File: src/rcli_pkg.sv
package rcli_pkg;

    localparam int LINE_MAX_DEF    = 15;
    localparam int RELAY_COUNT_DEF = 6;
    localparam int RELAY_W         = 6;
    localparam int QUEUE_DEPTH     = 2;
    localparam int IDX_W           = 5;

    localparam logic [7:0] STREAM_LENGTH_RESET = 8'd60;

    localparam logic [7:0] CH_CR    = 8'h0D;
    localparam logic [7:0] CH_LF    = 8'h0A;
    localparam logic [7:0] CH_NUL   = 8'h00;
    localparam logic [7:0] CH_S     = 8'h53;
    localparam logic [7:0] CH_T     = 8'h54;
    localparam logic [7:0] CH_R     = 8'h52;
    localparam logic [7:0] CH_COMMA = 8'h2C;
    localparam logic [7:0] CH_ZERO  = 8'h30;
    localparam logic [7:0] CH_ONE   = 8'h31;

    localparam int MSG_START_LEN = 14;
    localparam int MSG_STOP_LEN  = 13;
    localparam int MSG_OK_LEN    = 5;

    localparam logic [8*MSG_START_LEN-1:0] MSG_START = {"STREAM START", CH_CR, CH_LF};
    localparam logic [8*MSG_STOP_LEN-1:0]  MSG_STOP  = {"STREAM STOP", CH_CR, CH_LF};
    localparam logic [8*MSG_OK_LEN-1:0]    MSG_OK    = {" OK", CH_CR, CH_LF};

    // Input item kinds.
    localparam logic CMD_BYTE = 1'b0;
    localparam logic CMD_TICK = 1'b1;

    // Reply kinds handed from the front to the back.
    localparam logic [1:0] KIND_START     = 2'd0;
    localparam logic [1:0] KIND_RELAY     = 2'd1;
    localparam logic [1:0] KIND_PINS      = 2'd2;
    localparam logic [1:0] KIND_PINS_STOP = 2'd3;

    localparam int PINS_LEN = 6;

    typedef struct packed {
        logic       command;
        logic [7:0] rx_byte;
        logic [3:0] pin_levels;
    } item_t;

    typedef struct packed {
        logic [7:0]         tx_byte;
        logic               last;
        logic [RELAY_W-1:0] relay_bits;
    } reply_t;

    typedef struct packed {
        logic [1:0]         kind;
        logic [7:0]         digit;
        logic               value;
        logic [3:0]         pins;
        logic [RELAY_W-1:0] relay_bits;
    } job_t;

    function automatic logic [IDX_W-1:0] reply_len(logic [1:0] kind);
        logic [IDX_W-1:0] n;
        unique case (kind)
            KIND_START: n = IDX_W'(MSG_START_LEN);
            KIND_RELAY: n = IDX_W'(4 + MSG_OK_LEN);
            KIND_PINS:  n = IDX_W'(PINS_LEN);
            default:    n = IDX_W'(PINS_LEN + MSG_STOP_LEN);
        endcase
        return n;
    endfunction

    function automatic logic [7:0] reply_byte(job_t j, logic [IDX_W-1:0] idx);
        logic [7:0] b;
        int         i;
        b = CH_NUL;
        i = int'(idx);
        unique case (j.kind)
            KIND_START:
            begin
                if (i < MSG_START_LEN)
                    b = MSG_START[8*(MSG_START_LEN-1-i) +: 8];
            end
            KIND_RELAY:
            begin
                priority if (i == 0)
                    b = CH_R;
                else if (i == 1)
                    b = j.digit;
                else if (i == 2)
                    b = CH_COMMA;
                else if (i == 3)
                    b = j.value ? CH_ONE : CH_ZERO;
                else if (i < 4 + MSG_OK_LEN)
                    b = MSG_OK[8*(MSG_OK_LEN-1-(i-4)) +: 8];
            end
            default:
            begin
                // A low pin is active and reads as a one.
                priority if (i < 4)
                    b = j.pins[idx[1:0]] ? CH_ZERO : CH_ONE;
                else if (i == 4)
                    b = CH_CR;
                else if (i == 5)
                    b = CH_LF;
                else if (i < PINS_LEN + MSG_STOP_LEN)
                    b = MSG_STOP[8*(MSG_STOP_LEN-1-(i-PINS_LEN)) +: 8];
            end
        endcase
        return b;
    endfunction

endpackage

File: src/relay_command_line_interpreter_top.sv
// Channel    Direction  Handshake                 Payload
// item       in         item_valid / item_ready   rcli_pkg::item_t
// reply      out        reply_valid / reply_ready rcli_pkg::reply_t
// config     in         cfg_we (no wait)          cfg_wdata (stream length)
//
// An item is decoded in the cycle of its transfer; its reply text is queued as one job.
// Reply stage: one byte per cycle unless stalled; 6, 9, 14 or 19 bytes by reply kind.
// A two-entry job queue lets items be taken while the reply stage is still sending.
// No-reply items queue no job. Reset clears all control state; length resets to 60.
// A stall on reply holds the output byte; item_ready drops only when the queue is full.
module relay_command_line_interpreter_top #(
    parameter int LINE_MAX    = rcli_pkg::LINE_MAX_DEF,
    parameter int RELAY_COUNT = rcli_pkg::RELAY_COUNT_DEF
) (
    input  logic             clk,
    input  logic             rst_n,
    input  logic             cfg_we,
    input  logic [7:0]       cfg_wdata,
    input  logic             item_valid,
    output logic             item_ready,
    input  rcli_pkg::item_t  item,
    output logic             reply_valid,
    input  logic             reply_ready,
    output rcli_pkg::reply_t reply
);
    import rcli_pkg::*;

    logic q_full;
    logic q_push;
    logic q_pop;
    logic q_nonempty;
    job_t q_push_job;
    job_t q_head;

    rcli_front #(
        .LINE_MAX    (LINE_MAX),
        .RELAY_COUNT (RELAY_COUNT)
    ) u_front (
        .clk        (clk),
        .rst_n      (rst_n),
        .cfg_we     (cfg_we),
        .cfg_wdata  (cfg_wdata),
        .item_valid (item_valid),
        .item_ready (item_ready),
        .item       (item),
        .q_full     (q_full),
        .q_push     (q_push),
        .q_push_job (q_push_job)
    );

    rcli_queue u_queue (
        .clk      (clk),
        .rst_n    (rst_n),
        .push     (q_push),
        .push_job (q_push_job),
        .full     (q_full),
        .pop      (q_pop),
        .nonempty (q_nonempty),
        .head_job (q_head)
    );

    rcli_back u_back (
        .clk         (clk),
        .rst_n       (rst_n),
        .q_nonempty  (q_nonempty),
        .q_head      (q_head),
        .q_pop       (q_pop),
        .reply_valid (reply_valid),
        .reply_ready (reply_ready),
        .reply       (reply)
    );

endmodule

File: src/rcli_front.sv
module rcli_front #(
    parameter int LINE_MAX    = 15,
    parameter int RELAY_COUNT = 6
) (
    input  logic             clk,
    input  logic             rst_n,
    input  logic             cfg_we,
    input  logic [7:0]       cfg_wdata,
    input  logic             item_valid,
    output logic             item_ready,
    input  rcli_pkg::item_t  item,
    input  logic             q_full,
    output logic             q_push,
    output rcli_pkg::job_t   q_push_job
);
    import rcli_pkg::*;

    localparam int CNT_W = $clog2(LINE_MAX + 1);

    logic [7:0]         head_reg [4];
    logic [CNT_W-1:0]   count_reg, count_next;
    logic [RELAY_W-1:0] relay_reg, relay_next;
    logic [3:0]         last_pins_reg, last_pins_next;
    logic               reported_reg, reported_next;
    logic               stream_reg, stream_next;
    logic [7:0]         left_reg, left_next;
    logic [7:0]         length_reg;

    logic       accept;
    logic       head_we;
    logic [1:0] head_idx;
    logic [7:0] head_wdata;
    logic [7:0] eff [4];
    logic       is_eol;
    logic       match_start;
    logic       match_relay;
    logic [3:0] relay_sel;

    assign item_ready = !q_full;
    assign accept     = item_valid && item_ready;
    assign is_eol     = (item.rx_byte == CH_CR) || (item.rx_byte == CH_LF);
    assign head_idx   = count_reg[1:0];

    // The head as it reads after the line end writes its terminating zero.
    always_comb
    begin
        for (int i = 0; i < 4; i++)
        begin
            if (count_reg < CNT_W'(4) && head_idx == 2'(i))
                eff[i] = CH_NUL;
            else
                eff[i] = head_reg[i];
        end
    end

    assign match_start = (eff[0] == CH_S) && (eff[1] == CH_T) && (eff[2] == CH_R)
                         && (eff[3] == CH_NUL);
    assign match_relay = (eff[0] == CH_R) && (eff[1] >= CH_ONE)
                         && (eff[1] <= 8'(32'h30 + RELAY_COUNT))
                         && (eff[2] == CH_COMMA)
                         && ((eff[3] == CH_ZERO) || (eff[3] == CH_ONE));
    assign relay_sel   = eff[1][3:0] - 4'd1;

    always_comb
    begin
        count_next      = count_reg;
        relay_next      = relay_reg;
        last_pins_next  = last_pins_reg;
        reported_next   = reported_reg;
        stream_next     = stream_reg;
        left_next       = left_reg;
        head_we         = 1'b0;
        head_wdata      = item.rx_byte;
        q_push          = 1'b0;
        q_push_job      = '0;
        q_push_job.digit = eff[1];
        q_push_job.value = eff[3][0];
        q_push_job.pins  = item.pin_levels;

        if (accept)
        begin
            if (item.command == CMD_BYTE)
            begin
                if (!stream_reg)
                begin
                    priority if (is_eol)
                    begin
                        head_we    = count_reg < CNT_W'(4);
                        head_wdata = CH_NUL;
                        count_next = '0;
                        if (match_start)
                        begin
                            q_push          = 1'b1;
                            q_push_job.kind = KIND_START;
                            stream_next     = 1'b1;
                            left_next       = length_reg;
                        end
                        else if (match_relay)
                        begin
                            q_push          = 1'b1;
                            q_push_job.kind = KIND_RELAY;
                            for (int i = 0; i < RELAY_W; i++)
                            begin
                                if (relay_sel == 4'(i))
                                    relay_next[i] = eff[3][0];
                            end
                        end
                    end
                    else if (count_reg < CNT_W'(LINE_MAX))
                    begin
                        head_we    = count_reg < CNT_W'(4);
                        count_next = count_reg + CNT_W'(1);
                    end
                    else
                    begin
                        count_next = '0;
                    end
                end
            end
            else if (stream_reg)
            begin
                q_push = 1'b1;
                if (left_reg <= 8'd1)
                begin
                    q_push_job.kind = KIND_PINS_STOP;
                    stream_next     = 1'b0;
                    left_next       = '0;
                end
                else
                begin
                    q_push_job.kind = KIND_PINS;
                    left_next       = left_reg - 8'd1;
                end
            end
            else if (!reported_reg || item.pin_levels != last_pins_reg)
            begin
                q_push          = 1'b1;
                q_push_job.kind = KIND_PINS;
                last_pins_next  = item.pin_levels;
                reported_next   = 1'b1;
            end
        end
        q_push_job.relay_bits = relay_next;
    end

    always_ff @(posedge clk or negedge rst_n)
    begin
        if (!rst_n)
        begin
            count_reg     <= '0;
            relay_reg     <= '0;
            last_pins_reg <= '0;
            reported_reg  <= 1'b0;
            stream_reg    <= 1'b0;
            left_reg      <= '0;
            length_reg    <= STREAM_LENGTH_RESET;
        end
        else
        begin
            count_reg     <= count_next;
            relay_reg     <= relay_next;
            last_pins_reg <= last_pins_next;
            reported_reg  <= reported_next;
            stream_reg    <= stream_next;
            left_reg      <= left_next;
            if (cfg_we)
                length_reg <= cfg_wdata;
        end
    end

    always_ff @(posedge clk)
    begin
        if (head_we)
            head_reg[head_idx] <= head_wdata;
    end

endmodule

File: src/rcli_queue.sv
module rcli_queue (
    input  logic            clk,
    input  logic            rst_n,
    input  logic            push,
    input  rcli_pkg::job_t  push_job,
    output logic            full,
    input  logic            pop,
    output logic            nonempty,
    output rcli_pkg::job_t  head_job
);
    import rcli_pkg::*;

    localparam int PTR_W = $clog2(QUEUE_DEPTH);
    localparam int CNT_W = $clog2(QUEUE_DEPTH + 1);

    job_t             slot_reg [QUEUE_DEPTH];
    logic [PTR_W-1:0] wr_reg, wr_next;
    logic [PTR_W-1:0] rd_reg, rd_next;
    logic [CNT_W-1:0] cnt_reg, cnt_next;

    assign full     = cnt_reg == CNT_W'(QUEUE_DEPTH);
    assign nonempty = cnt_reg != '0;
    assign head_job = slot_reg[rd_reg];

    always_comb
    begin
        wr_next  = wr_reg;
        rd_next  = rd_reg;
        cnt_next = cnt_reg;
        if (push)
            wr_next = (wr_reg == PTR_W'(QUEUE_DEPTH - 1)) ? '0 : wr_reg + PTR_W'(1);
        if (pop)
            rd_next = (rd_reg == PTR_W'(QUEUE_DEPTH - 1)) ? '0 : rd_reg + PTR_W'(1);
        if (push && !pop)
            cnt_next = cnt_reg + CNT_W'(1);
        else if (pop && !push)
            cnt_next = cnt_reg - CNT_W'(1);
    end

    always_ff @(posedge clk or negedge rst_n)
    begin
        if (!rst_n)
        begin
            wr_reg  <= '0;
            rd_reg  <= '0;
            cnt_reg <= '0;
        end
        else
        begin
            wr_reg  <= wr_next;
            rd_reg  <= rd_next;
            cnt_reg <= cnt_next;
        end
    end

    always_ff @(posedge clk)
    begin
        if (push)
            slot_reg[wr_reg] <= push_job;
    end

endmodule

File: src/rcli_back.sv
module rcli_back (
    input  logic             clk,
    input  logic             rst_n,
    input  logic             q_nonempty,
    input  rcli_pkg::job_t   q_head,
    output logic             q_pop,
    output logic             reply_valid,
    input  logic             reply_ready,
    output rcli_pkg::reply_t reply
);
    import rcli_pkg::*;

    job_t             job_reg, job_next;
    logic             busy_reg, busy_next;
    logic [IDX_W-1:0] idx_reg, idx_next;
    logic             out_valid_reg, out_valid_next;
    reply_t           out_reg, out_next;

    logic advance;
    logic send;
    logic is_last;
    logic finish;

    assign advance = !out_valid_reg || reply_ready;
    assign send    = busy_reg && advance;
    assign is_last = idx_reg == reply_len(job_reg.kind) - IDX_W'(1);
    assign finish  = send && is_last;
    assign q_pop   = q_nonempty && (!busy_reg || finish);

    assign reply_valid = out_valid_reg;
    assign reply       = out_reg;

    always_comb
    begin
        job_next       = job_reg;
        busy_next      = busy_reg;
        idx_next       = idx_reg;
        out_valid_next = out_valid_reg;
        out_next       = out_reg;

        if (advance)
        begin
            out_valid_next = send;
            if (send)
            begin
                out_next.tx_byte    = reply_byte(job_reg, idx_reg);
                out_next.last       = is_last;
                out_next.relay_bits = job_reg.relay_bits;
            end
        end

        priority if (q_pop)
        begin
            job_next  = q_head;
            busy_next = 1'b1;
            idx_next  = '0;
        end
        else if (finish)
        begin
            busy_next = 1'b0;
        end
        else if (send)
        begin
            idx_next = idx_reg + IDX_W'(1);
        end
    end

    always_ff @(posedge clk or negedge rst_n)
    begin
        if (!rst_n)
        begin
            busy_reg      <= 1'b0;
            idx_reg       <= '0;
            out_valid_reg <= 1'b0;
        end
        else
        begin
            busy_reg      <= busy_next;
            idx_reg       <= idx_next;
            out_valid_reg <= out_valid_next;
        end
    end

    always_ff @(posedge clk)
    begin
        job_reg <= job_next;
        out_reg <= out_next;
    end

endmodule
File: config.mk
export PLATFORM = sky130hd
export DESIGN_NAME = relay_command_line_interpreter_top
export DESIGN_NICKNAME = d
export VERILOG_FILES = /design/src/rcli_pkg.sv /design/src/relay_command_line_interpreter_top.sv /design/src/rcli_front.sv /design/src/rcli_queue.sv /design/src/rcli_back.sv
export SDC_FILE = /design/constraint.sdc
export NUM_CORES = 1
export LEC_CHECK = 0
export ABC_AREA = 1
export BUFFER_PORTS_ARGS = -buffer_cell sky130_fd_sc_hd__buf_4
export CAP_MARGIN = 0
export CORE_UTILIZATION = 60
export CTS_BUF_LIST = sky130_fd_sc_hd__clkbuf_4
export CTS_CLUSTER_DIAMETER = 80
export DETAILED_ROUTE_END_ITERATION = 10
export GPL_ROUTABILITY_DRIVEN = 0
export HOLD_SLACK_MARGIN = 0.1
export PLACE_DENSITY = 0.88
export SKIP_CTS_REPAIR_TIMING = 1
export SLEW_MARGIN = 10
export SYNTH_ARGS = -nofsm -noshare
export SYNTH_HDL_FRONTEND = slang
export SYNTH_SLANG_ARGS = --single-unit
File: constraint.sdc
create_clock -name clk -period 4.8 [get_ports clk]
set_input_delay 0.72 -clock clk [delete_from_list [all_inputs] [get_ports clk]]
set_output_delay 0.72 -clock clk [all_outputs]
set_load 0.01 [all_outputs]
# Word level (Yosys, flattened, before mapping)
# Memory sizes are Yosys's and may differ from the RTL's. A register that Yosys moved wholly into a read port is not among the register bits.
# Cells that the tools add are included.
# Widths: inputs -> output; s select.
op_classes:
  n_mux: 85
  bitwise: 2
  n_lt_le_gt_ge: 10
  n_addsub: 14
  reduce_logical: 44
  shifts: 3
  n_eq_ne: 30
ops:
  columns: ["op", "n"]
  rows:
  - ["$mux 8", 24]
  - ["$shiftx 112x32->8 const A", 1]
  - ["$shiftx 104x32->8 const A", 1]
  - ["$shiftx 40x32->8 const A", 1]
  - ["$mux 1", 38]
  - ["$mux 6", 6]
  - ["$eq 8x7->1 const B", 4]
  - ["$sub 4x29->29 const A", 1]
  - ["$sub 5x29->29 const A", 1]
  - ["$eq 8x6->1 const B", 3]
  - ["$mux 2", 9]
  - ["$logic_and 1x1->1", 17]
  - ["$eq 8x4->1 const B", 2]
  - ["$pmux 8 s2", 1]
  - ["$mux 5", 3]
  - ["$pmux 5 s3", 1]
  - ["$reduce_bool 2->1", 6]
  - ["$sub 5x3->6 const B", 2]
  - ["$eq 5x3->1 const B", 2]
  - ["$eq 5x4->1 const B", 2]
  - ["$lt 5x4->1 const B", 2]
  - ["$eq 2x2->1 const B", 4]
  - ["$eq 4x2->1 const B", 2]
  - ["$eq 4x3->1 const B", 2]
  - ["other kinds (37)", 53]
totals:
  mem_count: 2
  inputBits: 26
  ff_bits: 58
  mem_bits_rw: 74
  elab_cells: 206
  output_inout_bits: 17
mem_list:
  columns: ["memory", "depth", "width", "read_ports", "rd_ports_with_merged_regs", "wr", "line_no", "source"]
  rows:
  - ["u_queue.slot_reg", 2, 21, 1, 1, 1, "rcli_queue.sv:16", "job_t slot_reg [QUEUE_DEPTH];"]
  - ["u_front.head_reg", 4, 8, 4, 0, 1, "rcli_front.sv:20", "logic [7:0] head_reg [4];"]

# Depth between registers and ports, before layout
logic_depth:
  depth_word: 18
  ltp_mapped: 18

# Cells and area by module
# Synthesis repeated with hierarchy kept, for this count alone.
hier_totals:
  cells_unflattened: 818
  area_unflattened_um2: 7881.3
modules_own_cells:
  columns: ["module", "instances", "area_each_um2", "seq_area_each_um2", "cells_each"]
  rows:
  - ["rcli_front", 1, 3405.8, 1766.7, 394]
  - ["rcli_back", 1, 2748.9, 1256.2, 334]
  - ["rcli_queue", 1, 1726.7, 1361.3, 90]

# Least setup slack after synthesis
# OpenSTA, ideal clock, no wires.
synth_timing:
  path_kind: "input-to-reg"
  startpoint: "input item[1] in the netlist's numbering"
  endpoint: "memory u_queue.slot_reg[1][0] in the netlist's numbering, enable pin"
  arrival_ns: 2.512
  path_stages: 9
  t_required_ns: 4.401
  setup_slack_ns: 1.889
  path_cell_list: "inv_1 > or2_2 > nand3_1 > nor2_1 > o211ai_1 > nor2_1 > nor3_1 > a21oi_1 > nor2_1"
synth_via:
  elab_chain_cells: 8
synth_rtl:
  columns: ["item", "line_no", "source"]
  rows:
  - ["start: declaration", "relay_command_line_interpreter_top.sv:21", "input rcli_pkg::item_t item,"]
  - ["$ne 4x4->1", "rcli_front.sv:135", "else if (!reported_reg || item.pin_levels != last_pins_reg)"]
  - ["$logic_or 1x1->1", "rcli_front.sv:135", null]
  - ["$mux 1", "rcli_front.sv:135", null]
  - ["$mux 1", "rcli_front.sv:120", "else if (stream_reg)"]
  - ["$mux 1", "rcli_front.sv:82", "if (item.command == CMD_BYTE)"]
  - ["$mux 1", "rcli_front.sv:80", "if (accept)"]
  - ["$mux 1", "rcli_queue.sv:58", "if (push)"]
  - ["$mux 1 (implied by the code)", "rcli_queue.sv:59", "slot_reg[wr_reg] <= push_job;"]
  - ["end: declaration", "rcli_queue.sv:16", null]
# Every way passes these cells.

# Final worst setup path
layout_timing:
  startpoint: "register u_back.idx_reg[1]"
  endpoint: "register u_back.out_reg, in the netlist u_back.reply[8] (data pin)"
layout_via:
  elab_chain_cells: 9
layout_rtl:
  columns: ["item", "line_no", "source"]
  rows:
  - ["start: declaration", "rcli_back.sv:15", "logic [IDX_W-1:0] idx_reg, idx_next;"]
  - ["start signal: assignment", "rcli_back.sv:79", "idx_reg <= idx_next;"]
  - ["$sub 5x3->6", "rcli_pkg.sv:94", "b = MSG_OK[8*(MSG_OK_LEN-1-(i-4)) +: 8];"]
  - ["$sub 4x29->29", "rcli_pkg.sv:94", null]
  - ["$shiftx 40x32->8", "rcli_pkg.sv:94", null]
  - ["$mux 8", "rcli_pkg.sv:93", "else if (i < 4 + MSG_OK_LEN)"]
  - ["$mux 8", "rcli_pkg.sv:91", "else if (i == 3)"]
  - ["$mux 8", "rcli_pkg.sv:89", "else if (i == 2)"]
  - ["$mux 8", "rcli_pkg.sv:87", "else if (i == 1)"]
  - ["$mux 8", "rcli_pkg.sv:85", "priority if (i == 0)"]
  - ["$pmux 8 s2 *", "rcli_pkg.sv:77", "unique case (j.kind)"]
  - ["end signal: assignment", "rcli_back.sv:87", "out_reg <= out_next;"]
  - ["end: declaration", "rcli_back.sv:17", "reply_t out_reg, out_next;"]
# Every way passes the cells marked *; elsewhere a longest branch is shown, timed or not.
# A chain may end at the register's enable or synchronous reset.

==> metrics.md <==
| Metric | Value |
|---|---|
| Critical path class | reg -> reg |
| Critical Path AT | 3.44 ns |
| TritonCTS Buffers | 17 |
| First-pass GRT wire length | 24.9 mm |
| Power Density | 598 mW/mm² |
| Die area | between 0.01 and 0.015 mm² |
| Placed Cells | 1022 |
| Layout Cells excl Fill | 1054 |
| Vias/cell | approximately 5.5 |
| CP max-delay cell | dfrtp_1 |
| Required @ worst endpoint | 5.14 ns |
| Top cells by area, synth | edfxtp_1 43%, dfrtp_1 13%, nand2_1 10% |
| Sequential-to-total area share from yosys stat | 0.569 |
| Unrepaired setup endpoints after global routing | false |
| Post-synth cell types | 53 |
| VDD IR max | 0.339 mV |
| Reg area | around 0.0044 mm² |
| Top fanout value on the critical path | 13 |
| # diodes | 0 |
| Synth Net Count | 873 |
| Most common cell on crit path | nand2_1 |
| Die W | 115 µm |
| Clk Latency, worst-skew pair | 0.57 ns |
| Slew Limit Fails | 0 |
| Outcome | finished clean |
| Launching point of the worst reg2reg path | u_back.idx_reg[1] |
| Core Region | roughly 0.013 mm² |
| CTS HTree Levels | 4 |
| # setup viols final | 0 |
| Row Count | 41 |
| Fillers | 941 |
| Clock skew | 0.0190 ns |
| Starting Density | 0.613 |
| Max_cap viols | 0 |
| Final antenna-violating net count | 0 |
| Nets | 919 |
| CTS Buffer Depth | 2 |
| Die Y | between 100 and 150 µm |
| YS warnings | 0 |
| Vias in the first global route | 5482 |
| WP buf/inv | 2 |
| Share of layout cells above drive strength 1 | 0.130 |
| WL/cell | 14.2 µm |
| Max-Slew Margin vs Limit | 0.407 |
| CTS tree | yes |
| Worst Hold Margin | 0.130 ns |
| Top delay family on crit path | simple AND/OR/NAND/NOR gates |
| CP cell instances | clkinv_1 -> ha_1 -> inv_1 -> a21oi_4 -> nand2_2 -> nand2_1 -> nand2_1 -> nand2_1 -> nor2_1 -> nand2_1 -> nand3_1 -> nand2_1 -> nand2_1 -> nand2_1 -> nand2_1 -> nand2_1 -> nand2_1 |
| Async set or reset register ratio after synthesis | 0.281 |
| Cells on worst reg2reg path | 17 |
| Worst R2R End | u_back.reply[8] |
| Final wirelength | 15.0 mm |
| Critical Path Start Type | register |
| Starting DRC count in detailed routing | slightly above 500 |
| Largest net degree at the start of global routing | 44 |
| IO Port Bufs | 42 |
| F_max | 0.323 GHz |
| Setup tns final | 0 ns |
| Area of the multi-input gates | 0.00283 mm² |
| EDFF count, synth | 110 |
| GRT overflow | 0 |
| DRT Pass-1 Iters | 5 |
| Post-DP HPWL | 10.9 mm |
| Area Growth Syn to Fin | 10.6% |
| Leading area contributor after synthesis | edfxtp_1 |
| Hold Crit Class | in -> async |
| GR Util All Layers | 0.246 |
| Root buffer cell | clkbuf_4 |
| # DRC | 0 |
| Leak | around 3.7 nW |
| Synth Flop Type | edfxtp_1 |
| Min Clock Period, post-route | 3.10 ns |
| Worst Setup End Kind | register |
| Critical path origin | u_back.idx_reg[1] |
| Mapped cell area | 0.00771 mm² |
| Final period util | 0.645 |
| Yosys top cell area share | 0.429 |
| Reg clk slew, reported paths | 0.14 ns |
| Worst slew pin tran | 0.888 ns |
| Post-synthesis instance total | 823 |
| I/O Pins | 43 |
| Post-synthesis register bit count | 153 |
| Critical Path Max Stage Delay | about 0.6 ns |
| Final hold viol count | 0 |
| Antenna violations before repair | 0 |
| Syn_area_per_cell | roughly 9.4 µm² |
| Total number of vias | about 5800 |
| CTS Sinks | about 150 |
| Max FFs per register | 42 |
| Worst R2R Setup Slack | 1.70 ns |
metal layers:
metal | track usage | part of all wire | routed length, µm
met1 | 0.294 | 0.41 | 6180
met4 | 0.128 | 0.032 | 479
met3 | 0.0590 | 0.056 | 840
met5 | 0 | 0 | 0
met2 | 0.414 | 0.50 | 7500
worst register-to-register path, delay by kind of cell (launching register included):
kind            cells  cell delay (ns)
compound gates      1             0.18
simple gates       13             0.95
fa+ha+maj           1             0.59
buf+inv             2             0.56
flops               1             0.61
kinds of logic (layout without fill, tap and decap cells):
logic type,after synthesis,count (layout),share of synthesized area
and+or+nand+nor,394,394,0.220
DFF,153,153,0.569
buffers and inverters,125,184,0.0640
AOI/OAI and AO/OA,108,108,0.0848
adders and majority gates,24,24,0.0390
xor gates and xnor gates,17,17,0.0203
muxes,2,2,0.00292
cells in the final DEF, fill, tap and decap left out, types with 9 or more instances in the layout:
master    netlist  routed
a21oi_1        32      32
o21ai_0        31      31
nand4_1        12      12
clkbuf_4        0      18
ha_1           24      24
buf_4           2      43
nand3_1        44      44
nor3_1         16      16
edfxtp_1      110     110
dfrtp_1        39      39
nand2_1       207     207
nand2_2         9       9
inv_1          98      98
nor2_1         86      86
area by class of cell:
cell class	instances	area share
sequential	153	0.515
clock buffer	18	0.0159
multi-input combinational	545	0.332
timing repair buffer	43	0.0379
inverter	109	0.0486
tap	172	0.0253
clock inverter	14	0.0258
how the worst max path moves through the flow:
stage               slack [ns]  cells after the start                 endpoint
CTS                       1.76                     17          u_back.reply[8]
detailed placement        1.77                     12  u_queue.slot_reg[0][18]
global placement          1.84                     10  u_queue.slot_reg[0][18]
floorplan                 1.89                      9   u_queue.slot_reg[1][0]
global route              1.43                     17          u_back.reply[8]
finish                    1.70                     17          u_back.reply[8]
cells in the mapped netlist (2+ instances only):
cell type and n:
o21ai_0 31, o41ai_1 2, inv_2 8, nand3b_1 3, nor2_4 2, nand2_4 3
o21ai_1 7, nor4_1 5, clkinv_1 2, dfrtp_1 39, a31oi_1 4, a21oi_2 2
nor3_1 16, o22ai_1 6, nand3_1 44, clkbuf_1 9, buf_4 2, nand4_1 12
nor2_1 86, nor2_2 2, buf_2 3, a21oi_4 2, inv_1 98, dfstp_2 4
a21oi_1 32, nand2_2 9, mux2_2 2, nor3_2 2, ha_1 24, o31ai_1 5
xor2_1 8, xnor2_1 8, edfxtp_1 110, a22oi_1 4, nand2_1 207, o211ai_1 3
where the power goes:
group,total [mW],switching (mW),internal (mW)
registers,1.96,0.223,1.74
clock network,0.950,0.473,0.478
logic,2.18,1.45,0.733
total,5.09,2.14,2.95
per-stage QoR:
step	utilization	setup WS [ns]	area, µm²	power (mW)
after global placement	0.650	1.84	8170	4.05
final	0.678	1.70	8520	5.09
after detailed placement	0.650	1.77	8170	4.12
after CTS	0.678	1.76	8520	5.07
after floorplan	-	1.89	7710	3.59
after global routing	0.678	1.43	8520	5.47
No activity file was read; power rests on OpenSTA's default activity.
